**src/rtl/compressed_update_negotiation_filter_assert.svh**
```systemverilog
// Assertion macros for the compressed update negotiation filter.
`ifndef COMPRESSED_UPDATE_NEGOTIATION_FILTER_ASSERT_SVH
`define COMPRESSED_UPDATE_NEGOTIATION_FILTER_ASSERT_SVH

// same-cycle implication, sampled on clk, off during reset
`define CUNF_ASSERT_IMPLY(lbl, ante, cons) \
	lbl: assert property (@(posedge clk) disable iff (!arst_n) (ante) |-> (cons)) \
		else $error("cunf check failed");

// next-cycle implication, sampled on clk, off during reset
`define CUNF_ASSERT_NEXT(lbl, ante, cons) \
	lbl: assert property (@(posedge clk) disable iff (!arst_n) (ante) |=> (cons)) \
		else $error("cunf check failed");

`endif

```
**src/rtl/cunf_pkg.sv**
```systemverilog
// Shared types, constants and CRC function of the negotiation filter.
package cunf_pkg;

	localparam logic [1:0] FUNC_RX    = 2'd0;
	localparam logic [1:0] FUNC_TX    = 2'd1;
	localparam logic [1:0] FUNC_QUERY = 2'd2;

	localparam logic [1:0] KIND_CMD   = 2'd0;
	localparam logic [1:0] KIND_NOTE  = 2'd1;
	localparam logic [1:0] KIND_QUERY = 2'd2;

	localparam logic [15:0] CRC_POLY  = 16'h1021;
	localparam logic [15:0] CMD_START = 16'h0001;
	localparam logic [15:0] CMD_ACK   = 16'h0003;
	localparam logic [15:0] STATUS_OK = 16'h0000;
	localparam logic [7:0]  FLAG_SEL  = 8'h01;

	localparam logic [4:0] POS_LAST  = 5'd19;
	localparam logic [4:0] POS_OVER  = 5'd20;
	localparam logic [4:0] POS_HOLD  = 5'd13;
	localparam logic [4:0] POS_HDR   = 5'd6;
	localparam logic [4:0] POS_MAX   = 5'd31;
	localparam logic [4:0] POS_CMD   = 5'd2;
	localparam logic [4:0] POS_IMG   = 5'd6;
	localparam logic [4:0] POS_RESV  = 5'd10;
	localparam logic [4:0] POS_MAGIC = 5'd14;
	localparam logic [4:0] POS_CSIZE = 5'd18;

	localparam int HOLD_N = 7;

	localparam logic [2:0] IDX_MAGIC_END = 3'd3;
	localparam logic [2:0] IDX_FLAG      = 3'd4;
	localparam logic [2:0] IDX_CRC_LO    = 3'd5;
	localparam logic [2:0] IDX_CRC_HI    = 3'd6;
	localparam logic [2:0] IDX_FULL      = 3'd7;

	localparam int JOB_DEPTH_DEF = 4;
	localparam int OUT_DEPTH_DEF = 2;

	typedef struct packed {
		logic [1:0]       kind;
		logic             rewrite;
		logic [2:0]       cnt_m1;
		logic [7:0][7:0]  data;
		logic             last;
		logic [15:0]      crc;
		logic             sel;
		logic [31:0]      size;
	} job_t;

	typedef struct packed {
		logic [1:0]  kind;
		logic [7:0]  out_byte;
		logic        out_last;
		logic        selected;
		logic [31:0] xfer_size;
	} res_t;

	function automatic logic [7:0] magic_byte(input logic [1:0] i);
		logic [7:0] r;
		case (i)
			2'd0: r = 8'h4D;
			2'd1: r = 8'h35;
			2'd2: r = 8'h5A;
			default: r = 8'h31;
		endcase
		return r;
	endfunction

	function automatic logic [15:0] crc_byte(input logic [15:0] crc_in, input logic [7:0] b);
		logic [15:0] c;
		c = crc_in ^ {b, 8'h00};
		for (int i = 0; i < 8; i++) begin
			c = c[15] ? ({c[14:0], 1'b0} ^ CRC_POLY) : {c[14:0], 1'b0};
		end
		return c;
	endfunction

endpackage

```
**src/rtl/cunf_fifo.sv**
```systemverilog
// Small register queue used between front, back and the result port.
module cunf_fifo #(
	parameter int WIDTH = 8,
	parameter int DEPTH = 2
) (
	input  logic             clk,
	input  logic             arst_n,
	input  logic             wr_en,
	input  logic [WIDTH-1:0] wr_data,
	input  logic             rd_en,
	output logic [WIDTH-1:0] rd_data,
	output logic             full,
	output logic             empty
);
	localparam int PW = $clog2(DEPTH);
	localparam int CW = $clog2(DEPTH + 1);
	localparam logic [PW-1:0] LAST_PTR = PW'(DEPTH - 1);
	localparam logic [CW-1:0] FULL_CNT = CW'(DEPTH);

	logic [WIDTH-1:0] mem_q [DEPTH];
	logic [PW-1:0]    wr_ptr_q;
	logic [PW-1:0]    rd_ptr_q;
	logic [CW-1:0]    cnt_q;
	logic             do_wr;
	logic             do_rd;

	assign full    = cnt_q == FULL_CNT;
	assign empty   = cnt_q == '0;
	assign do_wr   = wr_en && !full;
	assign do_rd   = rd_en && !empty;
	assign rd_data = mem_q[rd_ptr_q];

	always_ff @(posedge clk) begin
		if (do_wr) begin
			mem_q[wr_ptr_q] <= wr_data;
		end
	end

	always_ff @(posedge clk or negedge arst_n) begin
		if (!arst_n) begin
			wr_ptr_q <= '0;
			rd_ptr_q <= '0;
			cnt_q    <= '0;
		end else begin
			if (do_wr) begin
				wr_ptr_q <= (wr_ptr_q == LAST_PTR) ? '0 : wr_ptr_q + 1'b1;
			end
			if (do_rd) begin
				rd_ptr_q <= (rd_ptr_q == LAST_PTR) ? '0 : rd_ptr_q + 1'b1;
			end
			if (do_wr && !do_rd) begin
				cnt_q <= cnt_q + 1'b1;
			end else if (do_rd && !do_wr) begin
				cnt_q <= cnt_q - 1'b1;
			end
		end
	end

endmodule

```
**src/rtl/cunf_front.sv**
```systemverilog
// Front end: packet tracking, START check, size store and job building.
module cunf_front (
	input  logic               clk,
	input  logic               arst_n,
	input  logic               acc,
	input  logic [1:0]         func,
	input  logic [7:0]         in_byte,
	input  logic               in_last,
	input  logic [31:0]        query_image_size,
	output logic               job_vld,
	output cunf_pkg::job_t     job
);
	logic [31:0] neg_q, neg_d;
	logic [4:0]  rx_pos_q, rx_pos_d;
	logic [15:0] rx_cmd_q, rx_cmd_d;
	logic [31:0] rx_img_q, rx_img_d;
	logic        rx_resv_nz_q, rx_resv_nz_d;
	logic        rx_magic_q, rx_magic_d;
	logic [31:0] rx_csize_q, rx_csize_d;
	logic [4:0]  tx_pos_q, tx_pos_d;
	logic [47:0] tx_hdr_q, tx_hdr_d;
	logic [15:0] tx_crc_q, tx_crc_d;
	logic [7:0]  held_q [cunf_pkg::HOLD_N];
	logic        held_we;
	logic [2:0]  hold_idx;
	logic [1:0]  off;
	logic        ack_match;
	logic        rx_ok;

	assign off      = rx_pos_q[1:0] - 2'd2;
	assign hold_idx = 3'(tx_pos_q - cunf_pkg::POS_HOLD);

	always_comb begin
		neg_d        = neg_q;
		rx_pos_d     = rx_pos_q;
		rx_cmd_d     = rx_cmd_q;
		rx_img_d     = rx_img_q;
		rx_resv_nz_d = rx_resv_nz_q;
		rx_magic_d   = rx_magic_q;
		rx_csize_d   = rx_csize_q;
		tx_pos_d     = tx_pos_q;
		tx_hdr_d     = tx_hdr_q;
		tx_crc_d     = tx_crc_q;
		held_we      = 1'b0;
		job_vld      = 1'b0;
		job          = '0;
		ack_match    = 1'b0;
		rx_ok        = 1'b0;
		case (func)
			cunf_pkg::FUNC_RX: begin
				job_vld     = acc;
				job.kind    = cunf_pkg::KIND_CMD;
				job.data[0] = in_byte;
				job.last    = in_last;
				if (rx_pos_q < cunf_pkg::POS_CMD) begin
					rx_cmd_d[{rx_pos_q[0], 3'b000} +: 8] = in_byte;
				end else if (rx_pos_q < cunf_pkg::POS_IMG) begin
					rx_img_d[{off, 3'b000} +: 8] = in_byte;
				end else if (rx_pos_q < cunf_pkg::POS_RESV) begin
					rx_resv_nz_d = rx_resv_nz_q || (in_byte != 8'h00);
				end else if (rx_pos_q < cunf_pkg::POS_MAGIC) begin
					rx_magic_d = rx_magic_q && (in_byte == cunf_pkg::magic_byte(off));
				end else if (rx_pos_q < cunf_pkg::POS_CSIZE) begin
					rx_csize_d[{off, 3'b000} +: 8] = in_byte;
				end
				rx_ok = !rx_resv_nz_q && rx_magic_q && (rx_csize_q != '0) &&
					(rx_csize_q < rx_img_q);
				if (in_last) begin
					if (rx_pos_q == cunf_pkg::POS_LAST && rx_cmd_q == cunf_pkg::CMD_START) begin
						neg_d = rx_ok ? rx_csize_q : '0;
					end
					rx_pos_d     = '0;
					rx_cmd_d     = '0;
					rx_img_d     = '0;
					rx_resv_nz_d = 1'b0;
					rx_magic_d   = 1'b1;
					rx_csize_d   = '0;
				end else if (rx_pos_q != cunf_pkg::POS_MAX) begin
					rx_pos_d = rx_pos_q + 1'b1;
				end
			end
			cunf_pkg::FUNC_TX: begin
				job.kind = cunf_pkg::KIND_NOTE;
				if (tx_pos_q < cunf_pkg::POS_HOLD) begin
					job_vld     = acc;
					job.data[0] = in_byte;
					job.last    = in_last;
					if (tx_pos_q < cunf_pkg::POS_HDR) begin
						tx_hdr_d[{tx_pos_q[2:0], 3'b000} +: 8] = in_byte;
					end
					tx_crc_d = cunf_pkg::crc_byte(tx_crc_q, in_byte);
				end else if (tx_pos_q < cunf_pkg::POS_OVER) begin
					held_we = acc;
					if (in_last) begin
						job_vld   = acc;
						job.last  = 1'b1;
						ack_match = tx_pos_q == cunf_pkg::POS_LAST &&
							tx_hdr_q[15:0] == cunf_pkg::CMD_ACK &&
							tx_hdr_q[31:16] == cunf_pkg::CMD_START;
						if (ack_match && tx_hdr_q[47:32] == cunf_pkg::STATUS_OK &&
							neg_q != '0) begin
							job.rewrite = 1'b1;
							job.cnt_m1  = cunf_pkg::IDX_CRC_HI;
							job.crc     = tx_crc_q;
						end else begin
							for (int i = 0; i < cunf_pkg::HOLD_N; i++) begin
								job.data[i] = held_q[i];
							end
							job.data[hold_idx] = in_byte;
							job.cnt_m1         = hold_idx;
						end
						if (ack_match) begin
							neg_d = '0;
						end
					end
				end else begin
					job_vld  = acc;
					job.last = in_last;
					if (tx_pos_q == cunf_pkg::POS_OVER) begin
						for (int i = 0; i < cunf_pkg::HOLD_N; i++) begin
							job.data[i] = held_q[i];
						end
						job.data[cunf_pkg::IDX_FULL] = in_byte;
						job.cnt_m1                   = cunf_pkg::IDX_FULL;
					end else begin
						job.data[0] = in_byte;
					end
				end
				if (in_last) begin
					tx_pos_d = '0;
					tx_hdr_d = '0;
					tx_crc_d = '0;
				end else if (tx_pos_q != cunf_pkg::POS_MAX) begin
					tx_pos_d = tx_pos_q + 1'b1;
				end
			end
			cunf_pkg::FUNC_QUERY: begin
				job_vld  = acc;
				job.kind = cunf_pkg::KIND_QUERY;
				job.sel  = (neg_q != '0) && (neg_q < query_image_size);
				job.size = job.sel ? neg_q : '0;
			end
			default: begin
				job_vld = 1'b0;
			end
		endcase
	end

	always_ff @(posedge clk) begin
		if (held_we) begin
			held_q[hold_idx] <= in_byte;
		end
	end

	always_ff @(posedge clk or negedge arst_n) begin
		if (!arst_n) begin
			neg_q        <= '0;
			rx_pos_q     <= '0;
			rx_cmd_q     <= '0;
			rx_img_q     <= '0;
			rx_resv_nz_q <= 1'b0;
			rx_magic_q   <= 1'b1;
			rx_csize_q   <= '0;
			tx_pos_q     <= '0;
			tx_hdr_q     <= '0;
			tx_crc_q     <= '0;
		end else if (acc) begin
			neg_q        <= neg_d;
			rx_pos_q     <= rx_pos_d;
			rx_cmd_q     <= rx_cmd_d;
			rx_img_q     <= rx_img_d;
			rx_resv_nz_q <= rx_resv_nz_d;
			rx_magic_q   <= rx_magic_d;
			rx_csize_q   <= rx_csize_d;
			tx_pos_q     <= tx_pos_d;
			tx_hdr_q     <= tx_hdr_d;
			tx_crc_q     <= tx_crc_d;
		end
	end

endmodule

```
**src/rtl/cunf_back.sv**
```systemverilog
// Back end: expands one job into result words, one per cycle while the result queue has room.
module cunf_back (
	input  logic            clk,
	input  logic            arst_n,
	input  cunf_pkg::job_t  job,
	input  logic            job_empty,
	output logic            job_pop,
	input  logic            res_full,
	output logic            res_push,
	output cunf_pkg::res_t  res
);
	logic [2:0]  idx_q;
	logic [15:0] crc_q;
	logic [15:0] crc_cur;
	logic [7:0]  byte_cur;
	logic        at_end;

	assign res_push = !job_empty && !res_full;
	assign at_end   = idx_q == job.cnt_m1;
	assign job_pop  = res_push && at_end;
	assign crc_cur  = (idx_q == '0) ? job.crc : crc_q;

	always_comb begin
		if (job.rewrite) begin
			if (idx_q <= cunf_pkg::IDX_MAGIC_END) begin
				byte_cur = cunf_pkg::magic_byte(idx_q[1:0]);
			end else begin
				case (idx_q)
					cunf_pkg::IDX_FLAG:   byte_cur = cunf_pkg::FLAG_SEL;
					cunf_pkg::IDX_CRC_LO: byte_cur = crc_cur[7:0];
					cunf_pkg::IDX_CRC_HI: byte_cur = crc_cur[15:8];
					default:              byte_cur = 8'h00;
				endcase
			end
		end else begin
			byte_cur = job.data[idx_q];
		end
		res.kind      = job.kind;
		res.out_byte  = byte_cur;
		res.out_last  = job.last && at_end;
		res.selected  = job.sel;
		res.xfer_size = job.size;
	end

	// advance the CRC over magic and flag only; hold it for both CRC bytes
	always_ff @(posedge clk) begin
		if (res_push && idx_q <= cunf_pkg::IDX_FLAG) begin
			crc_q <= cunf_pkg::crc_byte(crc_cur, byte_cur);
		end
	end

	always_ff @(posedge clk or negedge arst_n) begin
		if (!arst_n) begin
			idx_q <= '0;
		end else if (res_push) begin
			idx_q <= at_end ? '0 : idx_q + 1'b1;
		end
	end

endmodule

```
**src/rtl/compressed_update_negotiation_filter.sv**
```systemverilog
// Top level of the compressed update negotiation filter.
// Input channel: push/full. A word carries func, in_byte, in_last and
// query_image_size; it is taken at a clock edge with push high and full low.
// Output channel: empty/pop. While empty is low the oldest result word is on
// kind, out_byte, out_last, selected and xfer_size; pop takes it.
// The front end takes one input word per cycle while full is low, tracks both
// packet streams, keeps the negotiated size and turns each RX, TX or query word
// into a job in a job queue (JOB_DEPTH deep), or holds a TX byte for a later
// job. The back end writes the result words of each job, one per cycle while
// the result queue (OUT_DEPTH deep) has room; the head of the result queue
// drives the output ports.
// Throughput: one input word per cycle while the job queue has room; one
// result word per cycle while the result queue has room, so a held-byte flush or
// a rewritten acknowledgement (up to 8 words) holds the back end until done.
// When the receiver stalls the result queue fills, then the job queue, then
// full rises; nothing is dropped.
// Reset clears both queues, the packet positions and the negotiated size.
module compressed_update_negotiation_filter #(
	parameter int JOB_DEPTH = cunf_pkg::JOB_DEPTH_DEF,
	parameter int OUT_DEPTH = cunf_pkg::OUT_DEPTH_DEF
) (
	input  logic        clk,
	input  logic        arst_n,
	input  logic        push,
	output logic        full,
	input  logic [1:0]  func,
	input  logic [7:0]  in_byte,
	input  logic        in_last,
	input  logic [31:0] query_image_size,
	output logic        empty,
	input  logic        pop,
	output logic [1:0]  kind,
	output logic [7:0]  out_byte,
	output logic        out_last,
	output logic        selected,
	output logic [31:0] xfer_size
);
	`include "compressed_update_negotiation_filter_assert.svh"

	logic           acc;
	logic           job_vld;
	cunf_pkg::job_t job_in;
	cunf_pkg::job_t job_head;
	logic           job_full;
	logic           job_empty;
	logic           job_pop;
	logic           res_full;
	logic           res_push;
	cunf_pkg::res_t res_in;
	cunf_pkg::res_t res_head;

	assign full = job_full;
	assign acc  = push && !job_full;

	cunf_front u_front (
		.clk              (clk),
		.arst_n           (arst_n),
		.acc              (acc),
		.func             (func),
		.in_byte          (in_byte),
		.in_last          (in_last),
		.query_image_size (query_image_size),
		.job_vld          (job_vld),
		.job              (job_in)
	);

	cunf_fifo #(
		.WIDTH ($bits(cunf_pkg::job_t)),
		.DEPTH (JOB_DEPTH)
	) u_job_q (
		.clk     (clk),
		.arst_n  (arst_n),
		.wr_en   (job_vld),
		.wr_data (job_in),
		.rd_en   (job_pop),
		.rd_data (job_head),
		.full    (job_full),
		.empty   (job_empty)
	);

	cunf_back u_back (
		.clk       (clk),
		.arst_n    (arst_n),
		.job       (job_head),
		.job_empty (job_empty),
		.job_pop   (job_pop),
		.res_full  (res_full),
		.res_push  (res_push),
		.res       (res_in)
	);

	cunf_fifo #(
		.WIDTH ($bits(cunf_pkg::res_t)),
		.DEPTH (OUT_DEPTH)
	) u_res_q (
		.clk     (clk),
		.arst_n  (arst_n),
		.wr_en   (res_push),
		.wr_data (res_in),
		.rd_en   (pop),
		.rd_data (res_head),
		.full    (res_full),
		.empty   (empty)
	);

	assign kind      = res_head.kind;
	assign out_byte  = res_head.out_byte;
	assign out_last  = res_head.out_last;
	assign selected  = res_head.selected;
	assign xfer_size = res_head.xfer_size;

	`CUNF_ASSERT_IMPLY(a_query_no_bytes, !empty && kind == cunf_pkg::KIND_QUERY, out_byte == 8'h00 && !out_last)
	`CUNF_ASSERT_IMPLY(a_fwd_no_answer, !empty && kind != cunf_pkg::KIND_QUERY, !selected && xfer_size == '0)
	`CUNF_ASSERT_IMPLY(a_sel_has_size, !empty && selected, xfer_size != '0)
	`CUNF_ASSERT_NEXT(a_query_queued, push && !full && func == cunf_pkg::FUNC_QUERY, !job_empty)

endmodule
```
**config.mk**
```make
export PLATFORM = sky130hd
export DESIGN_NAME = compressed_update_negotiation_filter
export DESIGN_NICKNAME = d
export VERILOG_FILES = /design/src/rtl/cunf_pkg.sv /design/src/rtl/cunf_fifo.sv /design/src/rtl/cunf_front.sv /design/src/rtl/cunf_back.sv /design/src/rtl/compressed_update_negotiation_filter.sv
export VERILOG_INCLUDE_DIRS = /design/src /design/src/rtl
export SDC_FILE = /design/constraint.sdc
export NUM_CORES = 1
export LEC_CHECK = 0
export BUFFER_PORTS_ARGS = -buffer_cell sky130_fd_sc_hd__buf_2
export CAP_MARGIN = 0
export CORE_MARGIN = 2
export CORE_UTILIZATION = 55
export DETAILED_ROUTE_END_ITERATION = 8
export GPL_TIMING_DRIVEN = 0
export PLACE_DENSITY = 0.69
export SYNTH_ARGS = -nofsm -noshare
export SYNTH_HDL_FRONTEND = slang
export SYNTH_SLANG_ARGS = --single-unit
```
**constraint.sdc**
```tcl
create_clock -name clk -period 9 [get_ports clk]
set_input_delay 1.35 -clock clk [delete_from_list [all_inputs] [get_ports clk]]
set_output_delay 1.35 -clock clk [all_outputs]
set_load 0.02 [all_outputs]
```
==> flow_summary.json <==
{
  "status": "finished clean",
  "timing.slew.headroom_pct": 9.80,
  "yosys.area_share.simple_pct": 7.33,
  "ctsRootBufferMaster": "sky130_fd_sc_hd__clkbuf_16",
  "timing.critical_path.fanout_max": 22,
  "grt_start_max_net_pins": 79,
  "grt_pass1_wl_mm": 136,
  "wirelength_routed_mm": 89.5,
  "hold_start": "u_front.rx_img_q[28]",
  "synth_top_family_by_area": "multiplexers",
  "max-clock-path-buffers": 3,
  "ant_nets": 0,
  "rsz0062_at_grt": "no",
  "detailedRoute.firstPassIterationCount": 5,
  "fillerInstances": 4735,
  "cp_cell_instances": "buf_2 > nor2b_1 > and2_1 > clkbuf_1 > o21ai_1 > a21boi_1 > nor2b_4 > buf_12 > buf_12 > buf_16",
  "weighted_congestion_at_the_end_of_routability_driven_global_placement": 0.902,
  "total_clock_buffers_created_by_cts": 85,
  "viasPerCell": 6.17,
  "postLayoutCoreUtil_pct": 63.2,
  "hpwl_mm": 61.0,
  "sequential_cell_area_mm2": 0.0243,
  "insertion_delay_ns": 0.64,
  "die_y_um": 262,
  "design.portCount": 93,
  "placeableCoreArea_mm2": 0.0660,
  "pre_cts_slack_ns": 3.51,
  "cts.clk_slew.worst_paths_ns": 0.06,
  "dr.first_iter.drc_count": 2258,
  "final_critical_period_ns": 4.79,
  "first_global_vias": 22469,
  "post-route-worst-setup-slack_ns": 4.21,
  "worst_ep_required_time_ns": 9.34,
  "mappedNetlistNets": 2622,
  "final_cell_mix": "640 x sky130_fd_sc_hd__edfxtp_1, 212 x sky130_fd_sc_hd__nand2_1, 201 x sky130_fd_sc_hd__dfrtp_1",
  "grt_antenna_before_repair": 0,
  "areaGrowthSynthToFinish_pct": 13.4,
  "wl_per_cell_um": 24.8,
  "post_cts_hold_buffer_count": 0,
  "p_per_area_mw_per_mm2": 326,
  "worst_ep_arrival_time_ns": 5.13,
  "yosys-mux-area-fraction_pct": 11.9,
  "hold_depth": 2,
  "synth_area_per_cell_um2": 14.8,
  "floorplan.initialDensity_pct": 55.7,
  "synth_xor_area_share_pct": 1.53,
  "rr_startpoint": "u_job_q.cnt_q[0]",
  "std_cell_rows": 94,
  "synthesis.yosys.warnings": 0,
  "synth_seq_cells": 842,
  "ys_async_sr_fraction_pct": 24.0,
  "maxSlewViolCount": 0,
  "maxCapViolCount": 0,
  "multi_input_comb_area_mm2": 0.0116,
  "worst-path-stages": 10,
  "critical-path-max-stage-delay_ns": 0.88,
  "worst_hold_check_slack_ns": 0.483,
  "cts_setup_buffers": 0,
  "final_layout_size_suffix_gt1_share_pct": 17.8,
  "synth-compound-area-share_pct": 7.30,
  "min_to": "u_front.rx_img_q[28]",
  "irDropWorstVdd_v": 0.000172,
  "setup_viol": 0,
  "drc_errors": 0,
  "cts_tree": "yes",
  "post_cts_resize_count": 0,
  "synth_flop_cell": "sky130_fd_sc_hd__edfxtp_1",
  "min-delay-path-class": "reg2reg",
  "net_total_in_the_final_layout": 2823,
  "overall_fraction_of_global_route_tracks_in_use_pct": 26.2,
  "die-width_um": 262,
  "portion_of_the_post_synthesis_area_used_by_sequential_elements_pct": 66.1,
  "cpMaxStageDelayCell": "sky130_fd_sc_hd__nor2b_1",
  "power.leakage_nw": 15.9,
  "rr_endpoint": "u_job_q.cnt_q[1]",
  "synth_cell_types": 80,
  "h-tree-depth": 3,
  "die_area_mm2": 0.0689,
  "finalClockSkew_ns": 0.0227,
  "fin_total_pwr_mw": 13.6,
  "synth_cells": 2478,
  "max_slew.worst_pin.slew_ns": 1.33,
  "synth-edff-count": 640,
  "worst_r2r_path_depth": 11,
  "cpLargestDelayFamily": "simple AND/OR/NAND/NOR gates",
  "cts_sinks": 842,
  "path_common_cell": "sky130_fd_sc_hd__buf_12",
  "setup.worst_path.class": "in2reg",
  "global_route.overflow_total": 0,
  "reg2reg_slack_ns": 4.38,
  "critPathBufInv": 5,
  "cp-start-kind": "primary input",
  "critPathCaptureType": "register",
  "port_buffers": 92,
  "dr_total_vias": 22273,
  "setup_tns_ns": 0,
  "max_clock_freq_ghz": 0.209,
  "finalCritPeriodShare_pct": 53.2,
  "finalHoldViolations": 0,
  "syn_area_mm2": 0.0367,
  "post_synthesis_adder_cell_area_fraction_pct": 3.32,
  "layout_commonest_cell": "sky130_fd_sc_hd__edfxtp_1"
}
## power breakdown
part	internal [mW]	leakage [nW]	switching, mW	total, mW
Combinational	1.85	5.75	2.75	4.60
Clock	2.08	1.37	1.46	3.54
Sequential	5.18	8.77	0.280	5.46
## state kept, by name (all words and copies together) (netlist names)
signal	cells
u_back.crc_q	16
u_back.idx_q	3
u_front.held_q	56
u_front.neg_q	32
u_front.rx_cmd_q	16
u_front.rx_csize_q	32
u_front.rx_img_q	32
u_front.rx_magic_q	1
u_front.rx_pos_q	5
u_front.rx_resv_nz_q	1
u_front.tx_crc_q	16
u_front.tx_hdr_q	48
u_front.tx_pos_q	5
u_job_q.cnt_q	3
u_job_q.mem_q	480
u_job_q.rd_ptr_q	2
u_job_q.wr_ptr_q	2
u_res_q.cnt_q	2
u_res_q.mem_q	88
u_res_q.rd_ptr_q	1
u_res_q.wr_ptr_q	1
## stage by stage
step	instances	instance area (µm²)
after floorplan	2478	36700
after global placement	3434	38300
after detailed placement	3456	38800
after CTS	3611	41700
after global routing	3611	41700
final	3612	41700
## final cells by class
cell class	count	area share, %
timing repair buffer	114	2.29
antenna	1	0.00601
tap	864	2.59
clock buffer	112	5.64
sequential	842	58.3
multi-input combinational	1420	27.8
clock inverter	43	1.12
inverter	94	0.847
buffer	122	1.41
## worst register-to-register path: cells and delay by family (launching register included)
kind	cells	cell delay [ns]
compound gates	2	1.39
simple gates	3	1.26
fa+ha+maj	2	0.65
buf+inv	3	0.48
flops	1	0.44
mux	1	0.27
## cells in the mapped netlist (12+ instances only)
| library cell | count | share of area, % |
|---|---|---|
| sky130_fd_sc_hd__edfxtp_1 | 640 | 52 |
| sky130_fd_sc_hd__inv_1 | 93 | 0.95 |
| sky130_fd_sc_hd__buf_2 | 29 | 0.40 |
| sky130_fd_sc_hd__ha_1 | 96 | 3.3 |
| sky130_fd_sc_hd__a21oi_1 | 64 | 0.87 |
| sky130_fd_sc_hd__and2_1 | 50 | 0.85 |
| sky130_fd_sc_hd__nor4_1 | 38 | 0.65 |
| sky130_fd_sc_hd__mux4_2 | 99 | 6.1 |
| sky130_fd_sc_hd__nand4_1 | 29 | 0.49 |
| sky130_fd_sc_hd__xnor2_1 | 27 | 0.64 |
| sky130_fd_sc_hd__a21o_1 | 38 | 0.78 |
| sky130_fd_sc_hd__mux2_2 | 78 | 2.4 |
| sky130_fd_sc_hd__a22oi_1 | 23 | 0.47 |
| sky130_fd_sc_hd__clkbuf_1 | 72 | 0.74 |
| sky130_fd_sc_hd__nor2_1 | 128 | 1.3 |
| sky130_fd_sc_hd__nor2b_1 | 14 | 0.24 |
| sky130_fd_sc_hd__o21ai_1 | 35 | 0.48 |
| sky130_fd_sc_hd__xor2_1 | 24 | 0.57 |
| sky130_fd_sc_hd__mux2i_1 | 106 | 2.9 |
| sky130_fd_sc_hd__a22o_1 | 33 | 0.79 |
| sky130_fd_sc_hd__a32oi_1 | 32 | 0.76 |
| sky130_fd_sc_hd__nand3_1 | 26 | 0.35 |
| sky130_fd_sc_hd__o21ai_0 | 122 | 1.7 |
| sky130_fd_sc_hd__nor3_1 | 12 | 0.16 |
| sky130_fd_sc_hd__nand2_1 | 212 | 2.2 |
| sky130_fd_sc_hd__dfrtp_1 | 201 | 14 |
## layer usage
layer  track usage (%)  part of all wire, %  routed length [µm]  up-vias
met2              41.8                   48               42600      918
met5                 0                    0                   0        -
met3              3.95                  7.3                6560      132
met1              37.7                   43               38200    11378
met4              8.03                  2.3                2080        0
li1                  -                    -                   -     9845
## how the worst max path moves through the flow
stage	start	slack [ns]	end
3_3_place_gp	func[0]	-4.89	u_job_q.mem_q[1][118]
5_1_grt	func[1]	3.99	u_job_q.mem_q[3][110]
6_report	func[0]	4.21	u_job_q.mem_q[3][83]
3_5_place_dp	func[0]	3.51	u_job_q.mem_q[3][107]
4_1_cts	func[0]	4.16	u_job_q.mem_q[3][91]
2_1_floorplan	func[0]	0.68	u_job_q.mem_q[0][0]
## cells by family (layout without fill, tap and decap cells)
kind of cell | count (synthesis) | in the layout
xor gates and xnor gates | 58 | 58
other | 0 | 1
adders and majority gates | 97 | 97
DFF | 842 | 842
muxes | 292 | 292
and+or+nand+nor | 563 | 563
buffers and inverters | 216 | 485
AOI/OAI and AO/OA | 410 | 410
Power figures use the tool's default switching activity.
